==> config.mk <==
export PLATFORM = sky130hd
export DESIGN_NAME = udp_tunnel_classifier
export DESIGN_NICKNAME = d
export VERILOG_FILES = /design/src/rtl/utc_pkg.sv /design/src/rtl/utc_classify.sv /design/src/rtl/udp_tunnel_classifier.sv
export SDC_FILE = /design/constraint.sdc
export NUM_CORES = 1
export LEC_CHECK = 0
export ABC_CLOCK_PERIOD_IN_PS = 6500
export BUFFER_PORTS_ARGS = -buffer_cell sky130_fd_sc_hd__buf_2
export CORE_UTILIZATION = 55
export CTS_CLUSTER_SIZE = 24
export DETAILED_ROUTE_END_ITERATION = 7
export GPL_ROUTABILITY_DRIVEN = 0
export GPL_TIMING_DRIVEN = 0
export PLACE_DENSITY_LB_ADDON = 0.2
export SETUP_SLACK_MARGIN = 0.15
export SYNTH_ARGS = -nofsm -noshare
export SYNTH_HDL_FRONTEND = slang
export SYNTH_SLANG_ARGS = --single-unit
==> constraint.sdc <==
create_clock -name clk -period 6.5 [get_ports clk]
set_input_delay 0 -clock clk [delete_from_list [all_inputs] [get_ports clk]]
set_output_delay 0 -clock clk [all_outputs]
set_load 0.005 [all_outputs]
==> src/rtl/utc_pkg.sv <==
`default_nettype none
package utc_pkg;
    localparam int HeaderBytesDefault = 32;
    localparam int SparePortsDefault  = 2;

    localparam logic [15:0] PORT_IKE    = 16'd500;
    localparam logic [15:0] PORT_NATT   = 16'd4500;
    localparam logic [15:0] PORT_L2TP   = 16'd1701;
    localparam logic [15:0] PORT_VXLAN  = 16'd4789;
    localparam logic [15:0] PORT_GENEVE = 16'd6081;
    localparam logic [15:0] PORT_WG     = 16'd51820;
    localparam logic [15:0] PORT_VPN    = 16'd1194;

    localparam logic [1:0] REG_EXTRA_A     = 2'd0;
    localparam logic [1:0] REG_EXTRA_B     = 2'd1;
    localparam logic [1:0] REG_EXTRA_COUNT = 2'd2;

    localparam logic [3:0] KIND_NONE   = 4'd0;
    localparam logic [3:0] KIND_IKE    = 4'd1;
    localparam logic [3:0] KIND_ESP    = 4'd2;
    localparam logic [3:0] KIND_L2TP   = 4'd3;
    localparam logic [3:0] KIND_VXLAN  = 4'd4;
    localparam logic [3:0] KIND_GENEVE = 4'd5;
    localparam logic [3:0] KIND_WG     = 4'd6;
    localparam logic [3:0] KIND_VPN    = 4'd7;
    localparam logic [3:0] KIND_DTLS   = 4'd8;

    typedef struct packed {
        logic       trunc;
        logic       spi;
        logic       natt;
        logic [2:0] flags;
        logic [15:0] inner;
        logic [31:0] ident;
        logic [7:0] msg;
        logic [1:0] variant;
        logic [3:0] kind;
    } cls_t;

    typedef struct packed {
        logic ike;
        logic natt;
        logic l2tp;
        logic vxlan;
        logic geneve;
        logic wg;
        logic vpn;
    } port_hits_t;
endpackage
`default_nettype wire

==> src/rtl/utc_classify.sv <==
`default_nettype none
module utc_classify
    import utc_pkg::*;
#(
    parameter int HEADER_BYTES = HeaderBytesDefault
)
(
    input  wire logic [HEADER_BYTES*8-1:0] hdr,
    input  wire logic [15:0]               size,
    input  wire port_hits_t                hits,
    output cls_t                           cls
);
    function automatic logic [7:0] hb(input logic [HEADER_BYTES*8-1:0] h, input int i);
        return h[i*8 +: 8];
    endfunction

    logic [31:0] sz;
    logic [31:0] ike_len, natt_len;
    logic [3:0]  ike_major, natt_major;
    logic        ike_ok, natt_ike_ok, zero_marker;
    logic        l2tp_ok, l2tp_v2, vxlan_ok, geneve_ok, wg_ok, vpn_ok, dtls_ok;
    logic [4:0]  op;
    logic [15:0] dver;
    logic [1:0]  dvar;
    logic [31:0] dlen;
    logic [7:0]  b0, b1;

    always_comb
    begin
        sz = {16'd0, size};
        b0 = hb(hdr, 0);
        b1 = hb(hdr, 1);
        ike_major = hdr[17*8+4 +: 4];
        ike_len = {hb(hdr, 24), hb(hdr, 25), hb(hdr, 26), hb(hdr, 27)};
        ike_ok = sz >= 32'd28 && (ike_major == 4'd1 || ike_major == 4'd2) && ike_len >= 32'd28;
        zero_marker = sz >= 32'd4 && {b0, b1, hb(hdr, 2), hb(hdr, 3)} == 32'd0;
        natt_major = hdr[21*8+4 +: 4];
        natt_len = {hb(hdr, 28), hb(hdr, 29), hb(hdr, 30), hb(hdr, 31)};
        natt_ike_ok = sz >= 32'd32 && (natt_major == 4'd1 || natt_major == 4'd2)
            && natt_len >= 32'd28;
        l2tp_ok = sz >= 32'd2;
        l2tp_v2 = b1[3:0] == 4'd2 && (b0 & 8'h34) == 8'd0 && (b1 & 8'hF0) == 8'd0;
        vxlan_ok = sz >= 32'd8 && b0 == 8'h08 && hb(hdr, 7) == 8'd0;
        geneve_ok = sz >= 32'd8 && b0[7:6] == 2'd0 && (b1 & 8'h3F) == 8'd0
            && (32'd8 + {24'd0, 2'd0, b0[5:0]} * 32'd4) <= sz;
        wg_ok = sz >= 32'd4 && hb(hdr, 1) == 8'd0 && hb(hdr, 2) == 8'd0 && hb(hdr, 3) == 8'd0
            && ((b0 == 8'd1 && sz == 32'd148) || (b0 == 8'd2 && sz == 32'd92)
            || (b0 == 8'd3 && sz == 32'd64) || (b0 == 8'd4 && sz >= 32'd16));
        op = b0[7:3];
        vpn_ok = sz >= 32'd1 && op != 5'd0 && op != 5'd2 && op != 5'd8 && op <= 5'd11;
        dver = {b1, hb(hdr, 2)};
        dvar = (dver == 16'hFEFF) ? 2'd0 : (dver == 16'hFEFD) ? 2'd1 : 2'd2;
        dtls_ok = sz >= 32'd13 && b0 >= 8'd20 && b0 <= 8'd23
            && (dver == 16'hFEFF || dver == 16'hFEFD || dver == 16'hFEFC);
        dlen = {16'd0, hb(hdr, 11), hb(hdr, 12)};

        cls = '0;
        priority if (hits.ike && ike_ok)
        begin
            cls.kind = KIND_IKE;
            cls.variant = ike_major[1:0];
            cls.msg = hb(hdr, 18);
            cls.trunc = ike_len > sz;
        end
        else if (hits.natt && !zero_marker)
        begin
            cls.kind = KIND_ESP;
            cls.natt = 1'b1;
            if (sz >= 32'd4)
            begin
                cls.ident = {b0, b1, hb(hdr, 2), hb(hdr, 3)};
                cls.spi = 1'b1;
            end
        end
        else if (hits.natt && natt_ike_ok)
        begin
            cls.kind = KIND_IKE;
            cls.variant = natt_major[1:0];
            cls.msg = hb(hdr, 22);
            cls.natt = 1'b1;
            cls.trunc = natt_len > (sz - 32'd4);
        end
        else if (hits.l2tp && l2tp_ok)
        begin
            cls.kind = KIND_L2TP;
            if (l2tp_v2)
            begin
                cls.variant = 2'd2;
                cls.msg = {7'd0, b0[7]};
                cls.flags = {b0[1], b0[3], b0[6]};
            end
            else
            begin
                cls.variant = 2'd3;
                cls.ident = {b0, b1, 16'd0};
                if (sz >= 32'd4)
                    cls.ident[15:0] = {hb(hdr, 2), hb(hdr, 3)};
                cls.spi = 1'b1;
            end
        end
        else if (hits.vxlan && vxlan_ok)
        begin
            cls.kind = KIND_VXLAN;
            cls.ident = {8'd0, hb(hdr, 4), hb(hdr, 5), hb(hdr, 6)};
            cls.spi = 1'b1;
        end
        else if (hits.geneve && geneve_ok)
        begin
            cls.kind = KIND_GENEVE;
            cls.inner = {hb(hdr, 2), hb(hdr, 3)};
            cls.ident = {8'd0, hb(hdr, 4), hb(hdr, 5), hb(hdr, 6)};
            cls.spi = 1'b1;
        end
        else if (hits.wg && wg_ok)
        begin
            cls.kind = KIND_WG;
            cls.msg = b0;
        end
        else if (hits.vpn && vpn_ok)
        begin
            cls.kind = KIND_VPN;
            cls.msg = {3'd0, op};
        end
        else if (dtls_ok)
        begin
            cls.kind = KIND_DTLS;
            cls.variant = dvar;
            cls.msg = b0;
            cls.trunc = (32'd13 + dlen) > sz;
        end
        else
        begin
            cls = '0;
        end
    end
endmodule
`default_nettype wire

==> src/rtl/udp_tunnel_classifier.sv <==
// UDP tunnel classifier: takes a UDP payload one byte per transfer, with the UDP ports
// sampled on the first transfer of each packet, and on the transfer marked tlast emits
// one classification (IKE, NAT-T ESP/IKE, L2TP, VXLAN, Geneve, WireGuard, opcode VPN,
// DTLS, or none). One transfer is taken every clock unless a result waits on a stalled
// output; checks run between the input-stage header and the output register. Only the
// first HEADER_BYTES bytes are inspected; the byte count saturates at 65535. Configure
// the extra ports only while no packet is in flight.
`default_nettype none
module udp_tunnel_classifier
    import utc_pkg::*;
#(
    parameter int HEADER_BYTES = HeaderBytesDefault,
    parameter int SPARE_PORTS  = SparePortsDefault
)
(
    input  wire logic        clk,
    input  wire logic        rst_n,
    input  wire logic        s_tvalid,
    output logic             s_tready,
    input  wire logic [39:0] s_tdata,   // data_byte, source_port, dest_port
    input  wire logic        s_tlast,
    input  wire logic        s_tuser,   // byte_valid
    output logic             m_tvalid,
    input  wire logic        m_tready,
    output logic [71:0]      m_tdata,   // tunnel_kind, variant, message_type, identifier,
                                        // inner_type, header_flags, over_natt, has_spi,
                                        // truncated, zero fill
    input  wire logic        cfg_valid,
    output logic             cfg_ready,
    input  wire logic [1:0]  cfg_index,
    input  wire logic [15:0] cfg_data
);
    localparam int IdxW = $clog2(HEADER_BYTES);

    logic [15:0] extra_a_reg, extra_b_reg;
    logic [1:0]  extra_count_reg;
    logic [HEADER_BYTES*8-1:0] hdr_reg;
    logic [15:0] count_reg, count_next;
    logic [15:0] src_reg, dst_reg, src_next, dst_next;
    logic        in_pkt_reg;
    logic        fire_reg;
    logic        out_valid_reg;
    cls_t        out_reg;
    cls_t        cls;
    port_hits_t  hits;
    logic        accept;
    logic [1:0]  eff_count;
    logic        ea_hit, eb_hit;

    assign cfg_ready = 1'b1;
    // pipeline keeps moving unless the result register is blocked while a new result waits
    assign s_tready = !(out_valid_reg && !m_tready && fire_reg);
    assign accept = s_tvalid && s_tready;

    always_ff @(posedge clk or negedge rst_n)
    begin
        if (!rst_n)
        begin
            extra_a_reg <= '0;
            extra_b_reg <= '0;
            extra_count_reg <= '0;
        end
        else if (cfg_valid)
        begin
            unique case (cfg_index)
                REG_EXTRA_A:     extra_a_reg <= cfg_data;
                REG_EXTRA_B:     extra_b_reg <= cfg_data;
                REG_EXTRA_COUNT: extra_count_reg <= cfg_data[1:0];
                default:         ;
            endcase
        end
    end

    always_comb
    begin
        src_next = in_pkt_reg ? src_reg : s_tdata[23:8];
        dst_next = in_pkt_reg ? dst_reg : s_tdata[39:24];
        count_next = in_pkt_reg ? count_reg : 16'd0;
        if (s_tuser && count_next != 16'hFFFF)
            count_next = count_next + 16'd1;
    end

    always_ff @(posedge clk or negedge rst_n)
    begin
        if (!rst_n)
        begin
            in_pkt_reg <= 1'b0;
            count_reg <= '0;
            src_reg <= '0;
            dst_reg <= '0;
            fire_reg <= 1'b0;
        end
        else if (s_tready)
        begin
            fire_reg <= accept && s_tlast;
            if (accept)
            begin
                in_pkt_reg <= !s_tlast;
                count_reg <= count_next;
                src_reg <= src_next;
                dst_reg <= dst_next;
            end
        end
    end

    always_ff @(posedge clk)
    begin
        if (accept && s_tuser && (!in_pkt_reg || count_reg < 16'(HEADER_BYTES)))
            hdr_reg[(in_pkt_reg ? count_reg[IdxW-1:0] : {IdxW{1'b0}})*8 +: 8] <= s_tdata[7:0];
    end

    always_comb
    begin
        eff_count = extra_count_reg;
        if (SPARE_PORTS < 2 && eff_count > 2'(SPARE_PORTS))
            eff_count = 2'(SPARE_PORTS);
        if (eff_count == 2'd3)
            eff_count = 2'd2;
        ea_hit = eff_count >= 2'd1 && (src_reg == extra_a_reg || dst_reg == extra_a_reg);
        eb_hit = eff_count >= 2'd2 && (src_reg == extra_b_reg || dst_reg == extra_b_reg);
        hits.ike    = ea_hit || eb_hit || src_reg == PORT_IKE    || dst_reg == PORT_IKE;
        hits.natt   = ea_hit || eb_hit || src_reg == PORT_NATT   || dst_reg == PORT_NATT;
        hits.l2tp   = ea_hit || eb_hit || src_reg == PORT_L2TP   || dst_reg == PORT_L2TP;
        hits.vxlan  = ea_hit || eb_hit || src_reg == PORT_VXLAN  || dst_reg == PORT_VXLAN;
        hits.geneve = ea_hit || eb_hit || src_reg == PORT_GENEVE || dst_reg == PORT_GENEVE;
        hits.wg     = ea_hit || eb_hit || src_reg == PORT_WG     || dst_reg == PORT_WG;
        hits.vpn    = ea_hit || eb_hit || src_reg == PORT_VPN    || dst_reg == PORT_VPN;
    end

    utc_classify #(.HEADER_BYTES(HEADER_BYTES)) u_classify
    (
        .hdr  (hdr_reg),
        .size (count_reg),
        .hits (hits),
        .cls  (cls)
    );

    always_ff @(posedge clk or negedge rst_n)
    begin
        if (!rst_n)
            out_valid_reg <= 1'b0;
        else if (fire_reg && s_tready)
            out_valid_reg <= 1'b1;
        else if (m_tready)
            out_valid_reg <= 1'b0;
    end

    always_ff @(posedge clk)
    begin
        if (fire_reg && s_tready)
            out_reg <= cls;
    end

    assign m_tvalid = out_valid_reg;
    assign m_tdata = {4'd0, out_reg.trunc, out_reg.spi, out_reg.natt, out_reg.flags,
                      out_reg.inner, out_reg.ident, out_reg.msg, out_reg.variant,
                      out_reg.kind};
endmodule
`default_nettype wire

# Yosys cells after proc, flatten, opt, wreduce, memory -nomap -nowiden
# Cells that the tools add are included.
[totals] register_bits=409
[classes] addsub=5 order_cmp=20 n_eq_ne=40 shifts=2 n_mux=61 n_bitwise=2 n_reduce_logical=96
[op_table] operator="54-bit 2-to-1 mux" count=7
[op_table] operator="256-bit bitwise mux" count=1
[op_table] operator="8-bit by 34-bit variable shift with 256-bit output (first input constant)" count=1
[op_table] operator="8-bit by 34-bit variable part select with 256-bit output" count=1
[op_table] operator="32-bit 2-to-1 mux" count=5
[op_table] operator="16-bit by 13-bit equality test with 1-bit output (second input constant)" count=6
[op_table] operator="16-bit equality test (second input constant)" count=5
[op_table] operator="16-bit by 11-bit equality test with 1-bit output (second input constant)" count=4
[op_table] operator="16-bit equality test" count=4
[op_table] operator="32-bit by 5-bit >= comparator with 1-bit output (second input constant)" count=2
[op_table] operator="32-bit by 16-bit greater-than comparator with 1-bit output" count=2
[op_table] operator="8-bit zero test" count=7
[op_table] operator="16-bit 2-to-1 mux" count=3
[op_table] operator="48-bit 2-to-1 mux" count=1
[op_table] operator="46-bit 2-to-1 mux" count=1
[op_table] operator="1-bit logical AND" count=45
[op_table] operator="14-bit 2-to-1 mux" count=3
[op_table] operator="8-bit negation with 34-bit output" count=1
[op_table] operator="16-bit by 7-bit equality test with 1-bit output (second input constant)" count=2
[op_table] operator="16-bit by 9-bit equality test with 1-bit output (second input constant)" count=2
[op_table] operator="16-bit by 4-bit >= comparator with 1-bit output (second input constant)" count=2
[op_table] operator="16-bit by 5-bit >= comparator with 1-bit output (second input constant)" count=2
[op_table] operator="32-bit greater-than comparator" count=1
[op_table] operator="32-bit by 16-bit <= comparator with 1-bit output" count=1
[op_table] operator="47 further kinds" count=117

# Logic depth before layout (Yosys ltp)
[logic_depth] word_depth=21 depth_mapped=17

# Hierarchy
# Synthesis repeated with hierarchy kept, for this count alone.
[unflattened] cells_unflattened=1717 hier_area_um2=20355.8
[modules_own_cells] mod="udp_tunnel_classifier" instances=1 cells_each=1195 area_per_inst_um2=16552.1 seq_area_each_um2=11856.4
[modules_own_cells] mod="utc_classify" instances=1 cells_each=522 area_per_inst_um2=3803.6 seq_area_each_um2=0.0

# Worst setup path before layout
# No wires, ideal clock.
[synth_path] path_kind="reg2reg" from="reg count_reg[2]" to="reg out_reg (netlist bit m_tdata[67]), data pin" setup_time_ns=0.261 t_arrival_ns=3.495 slack_ns=2.745 stages_incl_launch_ff=14 n_path_buf=0 synth_period_minus_slack_ns=3.755 path_cell_list="dfrtp_1 -> inv_1 -> ha_1 -> nor2b_1 -> nand4_1 -> ha_1 -> nand4_1 -> nor2_1 -> nand4_1 -> or4_1 -> and3_1 -> a32o_1 -> nand2_1 -> mux2i_1"
[synth_lines] item="start, declared" line_no="udp_tunnel_classifier.sv:38" text="logic [15:0] count_reg, count_next;"
[synth_lines] item="start signal, assigned" line_no="udp_tunnel_classifier.sv:99" text="count_reg <= count_next;"
[synth_lines] item="end signal, assigned" line_no="udp_tunnel_classifier.sv:151" text="out_reg <= cls;"
[synth_lines] item="end, declared" line_no="udp_tunnel_classifier.sv:43" text="cls_t out_reg;"

==> results.md <==
* Total power at 5.47 mW
* Max FO, Critical Path at 18
* Commonest cells post-synth: edfxtp_1 (236), nor2_1 (117), nand2_1 (100), xnor2_1 (96), and2_1 (91)
* Psw at 1.53 mW
* Mapped Cells at 1474
* Top-area cell type share of the netlist area at 0.414
* Clock Pin Slew Worst Setup and Hold Paths at ~0.060 ns
* Avg Cell Area, Syn at 11.6 µm²
* Synth cell types at 91
* Maximum vdd ir drop at 248 µV
* Pwr per Cell Area at 271 nW/µm²
* Final setup violation count at 0
* Endpoint kind of the worst setup timing path: flip-flop
* Vias per cell at around 6.1
* Hold Vio Cnt, Final at 0
* Internal power at about 4 mW
* CP top delay family: compound AO/OA/AOI/OAI gates
* Clock power share at 0.376
* Starting density of the core at 0.560
* Min-Delay Path Class: in -> async
* Mux cell area share after synthesis at 0.0470
* Final period util at 0.816
* Startpoint types: flip-flop
* Post-Synth Adder-Cell Area at 0.0585
* Layout cell share with drive strength beyond 1 at 0.192
* Complex-gate fraction of the synthesized area at 0.0725
* Clock skew at about 0.017 ns
* Max_cap viols at 0
* Cell Rows at 64
* Crit path cell chain: inv_1, ha_1, nor2b_1, nand4_1, ha_1, a21o_1, a21o_1, a211oi_1, o21bai_1, a41oi_1, o21ai_0, a32o_1, nand2_1, mux2i_1
* Worst hold slack at 0.0106 ns
* DRC violations left at 0
* Sequential share of power at 0.448
* Fmax achieved at 189 MHz
* Core area at 30600 µm²
* Simple-gate share of the synthesized area at 0.198
* Die Ht at 178 µm
* Leak pwr at between 7 and 8 nW
* Starting DRC count in detailed routing at between 1000 and 1500
* Min Tclk post-route at 5.30 ns
* Critical path buffer and inverter count at 1
* Worst Max-Slew Pin Slew at 1.30 ns
* EDFF count, synth at 236
* Dominant cell type by area after synthesis: edfxtp_1
* # resized after CTS at 0
* Largest net degree at the start of global routing at 69
* Critical path arrival at 5.52 ns
* Max_slew headroom at 0.125
* XOR/XNOR Fraction of Synth Area at 0.0558
* Overflow after GRT at 0
* Clock network latency to the later pin of the worst-skew pair at 0.53 ns
* Drt first pass iters at 5
* RSZ-0062 raised after global routing: no
* Global Route Usage Sum at 0.300
* Post-CTS setup buffer count at 0
* Root Driver: clkbuf_16
* Crit Path Category: reg -> reg
* Max FFs per register at 168
* DRT Wirelength at about 47000 µm
* Sw Share at 0.279
* I/O Pins at 140
* Top cells by area, synth: edfxtp_1 (41%), dfrtp_1 (12%), ha_1 (5.8%)
* Slowest CP cell: nand4_1
* Worst Path Required at 6.72 ns
* Chip Width at 178 µm
* Async SR Flop Fraction at 0.265
* Top_reg_cell synth: edfxtp_1
* Vias in the first global route at roughly 13000
* First-pass GRT wire length at 71600 µm
* Dpl hpwl at 33700 µm
* Total Nets Final at 1863
* Sequential area share after synthesis at 0.538
* Diode count at 0
* CTS sink count at between 300 and 400
* CTS tree: yes
* Total negative setup slack at 0 ns
* Post-Syn Area at between 15000 and 20000 µm²
* Final ANT Viol Nets at 0
* Most common cell in the netlist: edfxtp_1
* CTS Buffer Depth at 3
* Hold_buf cts at 67
* Synth warn at 0
* Gate power share at 0.176
* Full die area at 31800 µm²
* Via count at 12965
* Buffers on Ports at 134
* Initial antenna violation count at 1
* Slew Viols, Final at 0
* Number of synthesized register bits at roughly 320
* CTS H-tree lvls at 2
* Slowest stage delay, CP at 0.86 ns
* Layout area overhead at 18.0%
* Total clock buffers created by CTS at 36
* Status: complete, no violations
* Largest family of logic cells by synthesized area: simple AND/OR/NAND/NOR gates
* Per-cell routed wire length at 21.9 µm
## worst reg2reg max path, stage by stage, from the launching register on
cell and delay (ns):
dfrtp_1 0.50, inv_1 0.45, ha_1 0.34, nor2b_1 0.31
nand4_1 0.86, ha_1 0.69, a21o_1 0.19, a21o_1 0.17
a211oi_1 0.24, o21bai_1 0.11, a41oi_1 0.40, o21ai_0 0.27
a32o_1 0.27, nand2_1 0.07, mux2i_1 0.12
## per-stage QoR
stage	utilization	worst slack (ns)	std cells	instance area [µm²]
after floorplan	-	2.74	1477	17100
after global placement	0.598	1.49	2007	18300
after detailed placement	0.600	1.42	2009	18300
after CTS	0.660	1.33	2141	20200
after global routing	0.660	1.03	2141	20200
final	0.660	1.20	2141	20200
## cell usage in the layout, fill, tap and decap left out, types with 56 or more instances in the layout
cell type / count
mux2_2: 67
buf_2: 146
nand4_1: 56
dlygate4sd3_1: 67
ha_1: 80
dfrtp_1: 85
nand2_1: 100
edfxtp_1: 236
xnor2_1: 96
nor2_1: 117
and2_1: 90
## cell families (layout without fill, tap and decap cells)
group	count (synthesis)	after routing
and+or+nand+nor	606	606
DFF	321	321
AOI/OAI and AO/OA	171	171
buffers and inverters	113	381
xor gates and xnor gates	109	109
adders and majority gates	80	80
muxes	72	72
other	2	5
## worst paths after layout
kind	cells after the start	from	slack [ns]	end
worst max-delay path	14	count_reg[3]	1.20	m_tdata[67]
worst min-delay path	2	rst_n	0.01	count_reg[7]
worst max register to register	14	count_reg[3]	1.20	m_tdata[67]
worst min register to register	1	extra_count_reg[0]	0.51	extra_count_reg[0]
max in group asynchronous	3	rst_n	5.86	extra_b_reg[4]
min in group clk	3	s_tdata[19]	0.24	src_reg[11]
## routing by layer
layer / part of all wire / routed length [µm] / global-route usage
met1: 0.43 / 20000 / 0.420
met2: 0.45 / 21200 / 0.468
met3: 0.094 / 4430 / 0.0595
met4: 0.029 / 1360 / 0.0992
met5: 0 / 0 / 0
## final cells by class
cell class / count / area, µm²
flip-flops and latches: 321 / 9210
plain buffers: 71 / 354
fillers: 2327 / 10400
clock buffers: 47 / 962
multi-input cells: 1043 / 7420
repair buffers: 203 / 1380
well taps: 396 / 495
clock inverters: 18 / 221
inverters: 42 / 158
## power groups by stage
stage                     sequential, mW  clock (mW)  combinational, mW
after CTS                           2.45        2.08              0.942
after global placement              2.48           0              0.874
final                               2.45        2.05              0.963
after detailed placement            2.49           0              0.902
after floorplan                     2.45           0              0.642
after global routing                2.46        2.15               1.04
Power figures use the tool's default switching activity.
